--- config.mk ---
export PLATFORM = sky130hd
export DESIGN_NAME = srtf_preemptive_scheduler
export DESIGN_NICKNAME = d
export VERILOG_FILES = /design/src/hdl/srtf_pkg.sv /design/src/hdl/srtf_cell.sv /design/src/hdl/srtf_preemptive_scheduler.sv
export SDC_FILE = /design/constraint.sdc
export NUM_CORES = 2
export LEC_CHECK = 0
export ABC_AREA = 1
export BUFFER_PORTS_ARGS = -buffer_cell sky130_fd_sc_hd__buf_4
export CAP_MARGIN = 40
export CORE_UTILIZATION = 59
export CTS_CLUSTER_DIAMETER = 40
export DETAILED_ROUTE_END_ITERATION = 10
export PLACE_DENSITY = 0.75
export SETUP_SLACK_MARGIN = 0.4
export SLEW_MARGIN = 20
export SYNTH_ARGS = -nofsm -noshare
export SYNTH_HDL_FRONTEND = slang
export SYNTH_SLANG_ARGS = --single-unit
export TNS_END_PERCENT = 5
--- constraint.sdc ---
create_clock -name clk -period 3.84 [get_ports clk]
set_input_delay 0.384 -clock clk [delete_from_list [all_inputs] [get_ports clk]]
set_output_delay 0.384 -clock clk [all_outputs]
set_load 0.005 [all_outputs]
--- src/hdl/srtf_pkg.sv ---
package srtf_pkg;

    localparam int MAX_SLOTS_DEF = 16;
    localparam int SLOT_W        = 4;
    localparam int BURST_W       = 16;
    localparam int WAIT_W        = 20;
    localparam int STAT_W        = 3;
    localparam int REQ_W         = 2;

    localparam logic [WAIT_W-1:0] WAIT_MAX = {WAIT_W{1'b1}};

    typedef enum logic [REQ_W-1:0] {
        REQ_ARRIVAL = 2'd0,
        REQ_TICK    = 2'd1,
        REQ_CLEAR   = 2'd2,
        REQ_UNUSED  = 2'd3
    } req_t;

    typedef enum logic [STAT_W-1:0] {
        ST_ADMITTED = 3'd0,
        ST_REJECTED = 3'd1,
        ST_RAN      = 3'd2,
        ST_FINISHED = 3'd3,
        ST_IDLE_TCK = 3'd4,
        ST_CLEARED  = 3'd5
    } status_t;

    typedef enum logic {
        FSM_IDLE   = 1'b0,
        FSM_SEARCH = 1'b1
    } fsm_t;

    // command broadcast to every cell
    typedef struct packed {
        logic               clear;
        logic               load;
        logic               tick;
        logic [SLOT_W-1:0]  sel;
        logic [BURST_W-1:0] burst;
    } cell_cmd_t;

    // minimum-search wave handed from cell to cell
    typedef struct packed {
        logic               valid;
        logic [BURST_W-1:0] best;
        logic [SLOT_W-1:0]  idx;
    } wave_t;

endpackage

--- src/hdl/srtf_cell.sv ---
module srtf_cell #(
    parameter int IDX = 0
) (
    input  logic                                clk,
    input  logic                                rst_n,
    input  srtf_pkg::cell_cmd_t                 cmd,
    input  srtf_pkg::wave_t                     wave_in,
    output srtf_pkg::wave_t                     wave_out,
    output logic [srtf_pkg::BURST_W-1:0]        rem,
    output logic [srtf_pkg::BURST_W-1:0]        served,
    output logic [srtf_pkg::WAIT_W-1:0]         waited
);

    localparam logic [srtf_pkg::SLOT_W-1:0] MY_IDX = srtf_pkg::SLOT_W'(IDX);

    logic [srtf_pkg::BURST_W-1:0] rem_reg, rem_next;
    logic [srtf_pkg::BURST_W-1:0] served_reg, served_next;
    logic [srtf_pkg::WAIT_W-1:0]  waited_reg, waited_next;
    srtf_pkg::wave_t              wave_reg, wave_next;
    logic                         mine;

    assign mine = (cmd.sel == MY_IDX);

    always_comb
    begin
        rem_next    = rem_reg;
        served_next = served_reg;
        waited_next = waited_reg;
        if (cmd.clear)
        begin
            rem_next    = '0;
            served_next = '0;
            waited_next = '0;
        end
        else if (cmd.load && mine)
        begin
            rem_next    = cmd.burst;
            served_next = '0;
            waited_next = '0;
        end
        else if (cmd.tick)
        begin
            if (mine)
            begin
                rem_next    = rem_reg - 1'b1;
                served_next = served_reg + 1'b1;
            end
            else if (rem_reg != '0 && waited_reg != srtf_pkg::WAIT_MAX)
            begin
                waited_next = waited_reg + 1'b1;
            end
        end
    end

    // strict less-than keeps the lower slot on a tie
    always_comb
    begin
        wave_next = wave_in;
        if (rem_reg != '0 && (!wave_in.valid || rem_reg < wave_in.best))
        begin
            wave_next.valid = 1'b1;
            wave_next.best  = rem_reg;
            wave_next.idx   = MY_IDX;
        end
    end

    always_ff @(posedge clk or negedge rst_n)
    begin
        if (!rst_n)
        begin
            rem_reg    <= '0;
            served_reg <= '0;
            waited_reg <= '0;
            wave_reg   <= '0;
        end
        else
        begin
            rem_reg    <= rem_next;
            served_reg <= served_next;
            waited_reg <= waited_next;
            wave_reg   <= wave_next;
        end
    end

    assign wave_out = wave_reg;
    assign rem      = rem_reg;
    assign served   = served_reg;
    assign waited   = waited_reg;

endmodule

--- src/hdl/srtf_preemptive_scheduler.sv ---
// shortest-remaining-time-first job scheduler over a row of slot cells
//
// command channel: a beat is taken on a rising edge with start high and busy
// low; req_type selects arrival, tick or clear, job_len carries the
// service time of an arriving job
// result channel: done is high for exactly one cycle, the cycle after the
// beat was taken, with status, slot, wait_time and turnaround valid
// busy: rejects, clears and ticks that do not finish a job leave busy low;
// an admission or a finishing tick is followed by busy while the minimum
// search wave walks the cell chain (one cell a cycle) and lands in the
// selection register, and no new beat is taken until busy falls
// reset: all slots empty, no job selected, no search pending; no clearing
// pass is needed since every cell clears at once
// the receiver cannot stall: done is a strobe and is never held
module srtf_preemptive_scheduler #(
    parameter int MAX_SLOTS = srtf_pkg::MAX_SLOTS_DEF
) (
    input  logic                              clk,
    input  logic                              rst_n,
    input  logic                              start,
    output logic                              busy,
    input  logic [srtf_pkg::REQ_W-1:0]        req_type,
    input  logic [srtf_pkg::BURST_W-1:0]      job_len,
    output logic                              done,
    output logic [srtf_pkg::STAT_W-1:0]       status,
    output logic [srtf_pkg::SLOT_W-1:0]       slot,
    output logic [srtf_pkg::WAIT_W-1:0]       wait_time,
    output logic [srtf_pkg::WAIT_W-1:0]       turnaround
);

    localparam int IDX_W = (MAX_SLOTS > 1) ? $clog2(MAX_SLOTS) : 1;
    localparam int CNT_W = $clog2(MAX_SLOTS + 1);
    localparam logic [CNT_W-1:0] CNT_FULL  = CNT_W'(MAX_SLOTS);
    // the search ends once the wave has passed every cell after the update
    localparam logic [CNT_W-1:0] SCAN_LAST = CNT_W'(MAX_SLOTS);

    // fsm and handshake
    srtf_pkg::fsm_t state_reg, state_next;
    logic           accept;
    logic           go_search;
    logic [CNT_W-1:0] scan_reg, scan_next;

    // scheduler bookkeeping
    logic [CNT_W-1:0] count_reg, count_next;
    logic [IDX_W-1:0] running_reg, running_next;
    logic             run_valid_reg, run_valid_next;

    // result registers
    logic                         done_reg;
    srtf_pkg::status_t            status_reg, status_next;
    logic [srtf_pkg::SLOT_W-1:0]  slot_reg, slot_next;
    logic [srtf_pkg::WAIT_W-1:0]  wait_reg, wait_next;
    logic [srtf_pkg::WAIT_W-1:0]  tat_reg, tat_next;

    // cell chain
    srtf_pkg::cell_cmd_t          cmd;
    srtf_pkg::wave_t              wave_a [0:MAX_SLOTS];
    logic [srtf_pkg::BURST_W-1:0] rem_a    [0:MAX_SLOTS-1];
    logic [srtf_pkg::BURST_W-1:0] served_a [0:MAX_SLOTS-1];
    logic [srtf_pkg::WAIT_W-1:0]  waited_a [0:MAX_SLOTS-1];

    logic [srtf_pkg::BURST_W-1:0] run_rem;
    logic [srtf_pkg::BURST_W-1:0] run_served;
    logic [srtf_pkg::WAIT_W-1:0]  run_waited;
    logic [srtf_pkg::WAIT_W:0]    tat_sum;

    // head of the chain sees an empty wave
    assign wave_a[0] = '0;

    genvar gi;
    generate
        for (gi = 0; gi < MAX_SLOTS; gi++)
        begin : g_cell
            srtf_cell #(
                .IDX (gi)
            ) u_cell (
                .clk      (clk),
                .rst_n    (rst_n),
                .cmd      (cmd),
                .wave_in  (wave_a[gi]),
                .wave_out (wave_a[gi+1]),
                .rem      (rem_a[gi]),
                .served   (served_a[gi]),
                .waited   (waited_a[gi])
            );
        end
    endgenerate

    // selected job's counters, read before this beat updates them
    assign run_rem    = rem_a[running_reg];
    assign run_served = served_a[running_reg];
    assign run_waited = waited_a[running_reg];
    // turnaround of a finishing job counts the unit it runs now
    assign tat_sum    = {1'b0, run_waited} + (srtf_pkg::WAIT_W+1)'(run_served)
                        + 1'b1;

    // fsm outputs
    always_comb
    begin
        busy   = (state_reg == srtf_pkg::FSM_SEARCH);
        accept = start && (state_reg == srtf_pkg::FSM_IDLE);
    end

    // request decode
    always_comb
    begin
        cmd            = '0;
        cmd.burst      = job_len;
        cmd.sel        = srtf_pkg::SLOT_W'(running_reg);
        go_search      = 1'b0;
        count_next     = count_reg;
        status_next    = srtf_pkg::ST_REJECTED;
        slot_next      = '0;
        wait_next      = '0;
        tat_next       = '0;
        case (req_type)
            srtf_pkg::REQ_ARRIVAL:
            begin
                if (job_len != '0 && count_reg < CNT_FULL)
                begin
                    cmd.load    = accept;
                    cmd.sel     = srtf_pkg::SLOT_W'(count_reg);
                    count_next  = count_reg + 1'b1;
                    status_next = srtf_pkg::ST_ADMITTED;
                    slot_next   = srtf_pkg::SLOT_W'(count_reg);
                    go_search   = 1'b1;
                end
            end
            srtf_pkg::REQ_TICK:
            begin
                if (!run_valid_reg || run_rem == '0)
                begin
                    status_next = srtf_pkg::ST_IDLE_TCK;
                end
                else
                begin
                    cmd.tick  = accept;
                    slot_next = srtf_pkg::SLOT_W'(running_reg);
                    if (run_rem == srtf_pkg::BURST_W'(1))
                    begin
                        status_next = srtf_pkg::ST_FINISHED;
                        wait_next   = run_waited;
                        tat_next    = tat_sum[srtf_pkg::WAIT_W] ? srtf_pkg::WAIT_MAX
                                                                : tat_sum[srtf_pkg::WAIT_W-1:0];
                        go_search   = 1'b1;
                    end
                    else
                    begin
                        status_next = srtf_pkg::ST_RAN;
                    end
                end
            end
            srtf_pkg::REQ_CLEAR:
            begin
                cmd.clear   = accept;
                count_next  = '0;
                status_next = srtf_pkg::ST_CLEARED;
            end
            default:
            begin
                status_next = srtf_pkg::ST_REJECTED;
            end
        endcase
    end

    // next state
    always_comb
    begin
        state_next = state_reg;
        scan_next  = scan_reg;
        case (state_reg)
            srtf_pkg::FSM_IDLE:
            begin
                scan_next = '0;
                if (accept && go_search)
                begin
                    state_next = srtf_pkg::FSM_SEARCH;
                end
            end
            srtf_pkg::FSM_SEARCH:
            begin
                scan_next = scan_reg + 1'b1;
                if (scan_reg == SCAN_LAST)
                begin
                    state_next = srtf_pkg::FSM_IDLE;
                    scan_next  = '0;
                end
            end
            default:
            begin
                state_next = srtf_pkg::FSM_IDLE;
                scan_next  = '0;
            end
        endcase
    end

    // selection: cleared by a clear beat, taken from the chain tail at search end
    always_comb
    begin
        running_next   = running_reg;
        run_valid_next = run_valid_reg;
        if (accept && cmd.clear)
        begin
            running_next   = '0;
            run_valid_next = 1'b0;
        end
        else if (state_reg == srtf_pkg::FSM_SEARCH && scan_reg == SCAN_LAST)
        begin
            running_next   = wave_a[MAX_SLOTS].idx[IDX_W-1:0];
            run_valid_next = wave_a[MAX_SLOTS].valid;
        end
    end

    always_ff @(posedge clk or negedge rst_n)
    begin
        if (!rst_n)
        begin
            state_reg     <= srtf_pkg::FSM_IDLE;
            scan_reg      <= '0;
            count_reg     <= '0;
            running_reg   <= '0;
            run_valid_reg <= 1'b0;
            done_reg      <= 1'b0;
        end
        else
        begin
            state_reg     <= state_next;
            scan_reg      <= scan_next;
            running_reg   <= running_next;
            run_valid_reg <= run_valid_next;
            done_reg      <= accept;
            if (accept)
            begin
                count_reg <= count_next;
            end
        end
    end

    always_ff @(posedge clk)
    begin
        if (accept)
        begin
            status_reg <= status_next;
            slot_reg   <= slot_next;
            wait_reg   <= wait_next;
            tat_reg    <= tat_next;
        end
    end

    assign done       = done_reg;
    assign status     = status_reg;
    assign slot       = slot_reg;
    assign wait_time  = wait_reg;
    assign turnaround = tat_reg;

    // every taken beat yields exactly one result beat on the next cycle
    a_done_follows: assert property (@(posedge clk) disable iff (!rst_n)
        (start && !busy) |=> done)
        else $error("result beat missing after accepted command");

    a_done_has_cause: assert property (@(posedge clk) disable iff (!rst_n)
        done |-> $past(start && !busy))
        else $error("result beat without an accepted command");

    // a finished job never reports more waiting than turnaround
    a_tat_covers_wait: assert property (@(posedge clk) disable iff (!rst_n)
        (done && status == srtf_pkg::ST_FINISHED) |-> (wait_time <= turnaround))
        else $error("turnaround below waiting time");

    // outside a search the selected slot always holds unfinished work
    a_selection_live: assert property (@(posedge clk) disable iff (!rst_n)
        (!busy && run_valid_reg) |-> (run_rem != '0))
        else $error("selected slot has no remaining time");

endmodule
==> results_dict.tcl <==
set metrics [dict create \
    status "complete, no violations" \
    ios 70 \
    end_kind "register" \
    power_density_nw_per_um2 836.5 \
    layout_common_cells "nand2_1, dfrtp_1, nand3_1" \
    cp.required_ns 4.42 \
    cp_slowest_cell "dfrtp_4" \
    final-max-slew-violation-count 0 \
    fin_crit_sh 0.9407 \
    routed_wl_um 261000 \
    crit_buf_inv 6 \
    synth.area.top_cells "dfrtp_1, nand2_1, nand3_1" \
    viasPerCell 5.920 \
    start_util 0.5942 \
    tightest_slew_ns 0.9201 \
    cts_tree "built" \
    synth_top_family_by_area "simple AND/OR/NAND/NOR gates" \
    drtIter0Drc 8546 \
    critPathTopFamily "compound AO/OA/AOI/OAI gates" \
    share_seq_of_total_power 0.242 \
    setup_ws_ns 0.2276 \
    first_global_vias 69110 \
    finalCriticalPeriod_ns 3.612 \
    drive_gt1_frac 0.1081 \
    power.leakage_uw 0.04240 \
    cts_buffers 195 \
    synthMuxAreaShare 0 \
    final_util 0.6875 \
    syn_inst 10540 \
    grt_overflow 0 \
    grt_start_max_net_pins 104 \
    clock.fmax_ghz 0.2768 \
    cts_max_level 4 \
    cp.arrival_ns 4.19 \
    antenna_found_initial 5 \
    crit_chain "buf_12 > buf_6 > buf_16 > buf_12 > o21ai_0 > o221ai_1 > nand3_1 > nand2_2 > ha_4 > a21oi_1 > o21ai_1 > a21oi_4 > clkinv_4 > buf_4 > a21oi_1 > nor2_1" \
    slowest_delay_ns 0.51 \
    vdd_ir_drop_max_mv 0.5998 \
    finalSetupViolations 0 \
    clock-skew-final_ns 0.03217 \
    syn_to_final_growth_pct 15.71 \
    dpl_cell_area_um2 80000 \
    relSlewSlack 0.3843 \
    place_hpwl_um 184700 \
    p_clk_frac 0.249 \
    postSynth.asyncResetShare 0.9609 \
    yosys_warnings 0 \
    synth_compound_area_frac 0.1223 \
    largest_reg_flops 320 \
    post-place-ws_ns -0.008673 \
    power.internal_uw 40260 \
    holdCritPathClass "primary input to register" \
    dp.cells 12130 \
    nNetsFinal 10960 \
    grt_setup_unrepaired "yes" \
    clock_latency_ns 0.83 \
    die_w_um 362.9 \
    syn_area_um2 76840 \
    fin_area_um2 88910 \
    synth_top_area_cell "dfrtp_1" \
    synth_top_area_share 0.3758 \
    synth_nets 10850 \
    finalHoldViolCount 0 \
    syn_area_per_cell_um2 7.294 \
    layout_commonest_cell "nand2_1" \
    ys_ff_latch 1201 \
    die_y_um 362.9 \
    track_usage 0.3912 \
    drc_errors 0 \
    ant_nets 0 \
    critPathMaxFanout 9 \
    combinationalPowerShare 0.510 \
    synth-simple-area-share 0.3036 \
    cap_violations 0 \
    rows 132 \
    vias 74370 \
    cts_sinks 1201 \
    stdcell_count 12560 \
    seq_area_frac_synth 0.3942 \
    wire_per_inst_um 20.78 \
    grt_first_pass_wirelength_um 399600 \
    synth_edf_count 47 \
    synth_cell_types 61 \
    ys.flop_type "dfrtp_1" \
    synth-xor-area-share 0.05585 \
    crit_path_start_kind "register" \
    clock_path_buffers 3 \
    synth-adder-area-share 0.04781 \
    core_um2 129300 \
    firstDrtPassIters 10 \
    port-buffer-count 69 \
    die_area_um2 131700 \
    p_sw_uw 34110 \
    power_switching_share 0.4587 \
    cts.clk_slew.worst_paths_ns 0.06 \
    cts-root-buf "clkbuf_16" \
    critPathKind "register to register" \
    place.gp.congestion 0.9919 \
]
logic make-up (layout without fill, tap and decap cells):
logic type / Yosys count / in the layout
simple gates: 5414 / 5416
compound gates: 1699 / 1699
buf+inv: 1438 / 1720
flops: 1201 / 1201
xor+xnor: 490 / 490
fa+ha+maj: 293 / 293
other cells: 0 / 1
metal layers:
| metal | vias to the layer above | global-route usage | share of wire |
|---|---|---|---|
| met3 | 718 | 0.06885 | 0.092 |
| met4 | 4 | 0.2363 | 0.067 |
| li1 | 34990 | - | - |
| met5 | - | 0 | 0.00013 |
| met1 | 35180 | 0.5299 | 0.41 |
| met2 | 3472 | 0.5851 | 0.43 |
final timing paths:
kind | startpoint | end | slack (ns) | cells after the start
worst max-delay path | running_reg[0]$_DFFE_PN0P_ | turnaround[1]$_SDFFCE_PP0P_ | 0.23 | 16
min in group asynchronous | rst_n | g_cell[3].u_cell.wave_out[19]$_DFF_PN0_ | 0.15 | 2
worst min-delay path | req_type[1] | status[2]$_DFFE_PP_ | 0.14 | 3
max in group asynchronous | rst_n | g_cell[6].u_cell.waited[4]$_DFFE_PN0P_ | 2.49 | 3
worst min register to register | g_cell[0].u_cell.rem[13]$_DFFE_PN0P_ | g_cell[0].u_cell.wave_out[17]$_DFF_PN0_ | 0.41 | 0
worst max register to register | running_reg[0]$_DFFE_PN0P_ | turnaround[1]$_SDFFCE_PP0P_ | 0.23 | 16
power by group through the flow:
stage,registers [uW],logic (uW),clock network [uW]
finish,18000,37900,18500
global route,18200,41500,19200
CTS,17900,34800,18600
detailed placement,18000,33300,0
global placement,18000,32700,0
floorplan,17000,23300,0
Yosys cell counts (36+ instances only):
library cell / instances
nand3_1: 1043
xor2_1: 372
nor4_1: 36
buf_2: 179
or2_2: 81
inv_2: 42
inv_1: 881
a21oi_1: 390
nand4_1: 120
xnor2_1: 118
o21ai_0: 828
edfxtp_1: 47
nor3_1: 161
nand2_1: 3002
nand3b_1: 102
dfrtp_1: 1154
o21ai_1: 128
ha_1: 292
nor2_1: 744
o211ai_1: 208
clkbuf_1: 245
cell type report:
type / count / area (um2)
flip-flops and latches: 1201 / 30300
repair buffers: 422 / 4368
clock buffers: 230 / 5204
diodes: 1 / 2.502
clock inverters: 139 / 1692
multi-input cells: 7898 / 41580
inverters: 925 / 3531
well taps: 1742 / 2180
repair inverters: 4 / 52.55
fillers: 10670 / 40410
per-stage QoR:
step | hold WS [ns] | power [uW] | TNS (ns)
6_report | 0.1389 | 74380 | 0
5_1_grt | 0.1294 | 78900 | 0
4_1_cts | 0.1024 | 71310 | 0
3_5_place_dp | 0.3990 | 51300 | -0.008673
3_3_place_gp | 0.3913 | 50670 | 0
2_1_floorplan | 0.08841 | 40270 | 0
what timing repair did:
action / CTS / global route
pin swaps: 14 / 53
endpoints found under the hold margin: 47 / 0
endpoints found under the setup margin: 617 / 891
hold buffers: 1 / 0
cloned: 10 / 10
setup buffers: 12 / 30
gates resized for setup: 83 / 234
worst register-to-register path: stages (launching register included):
cell and delay [ns]:
dfrtp_4 0.51, buf_12 0.18, buf_6 0.14, buf_16 0.16, buf_12 0.16, o21ai_0 0.28
o221ai_1 0.32, nand3_1 0.19, nand2_2 0.14, ha_4 0.29, a21oi_1 0.13, o21ai_1 0.13
a21oi_4 0.19, clkinv_4 0.17, buf_4 0.17, a21oi_1 0.17, nor2_1 0.07
No activity file was read; power rests on OpenSTA's default activity.
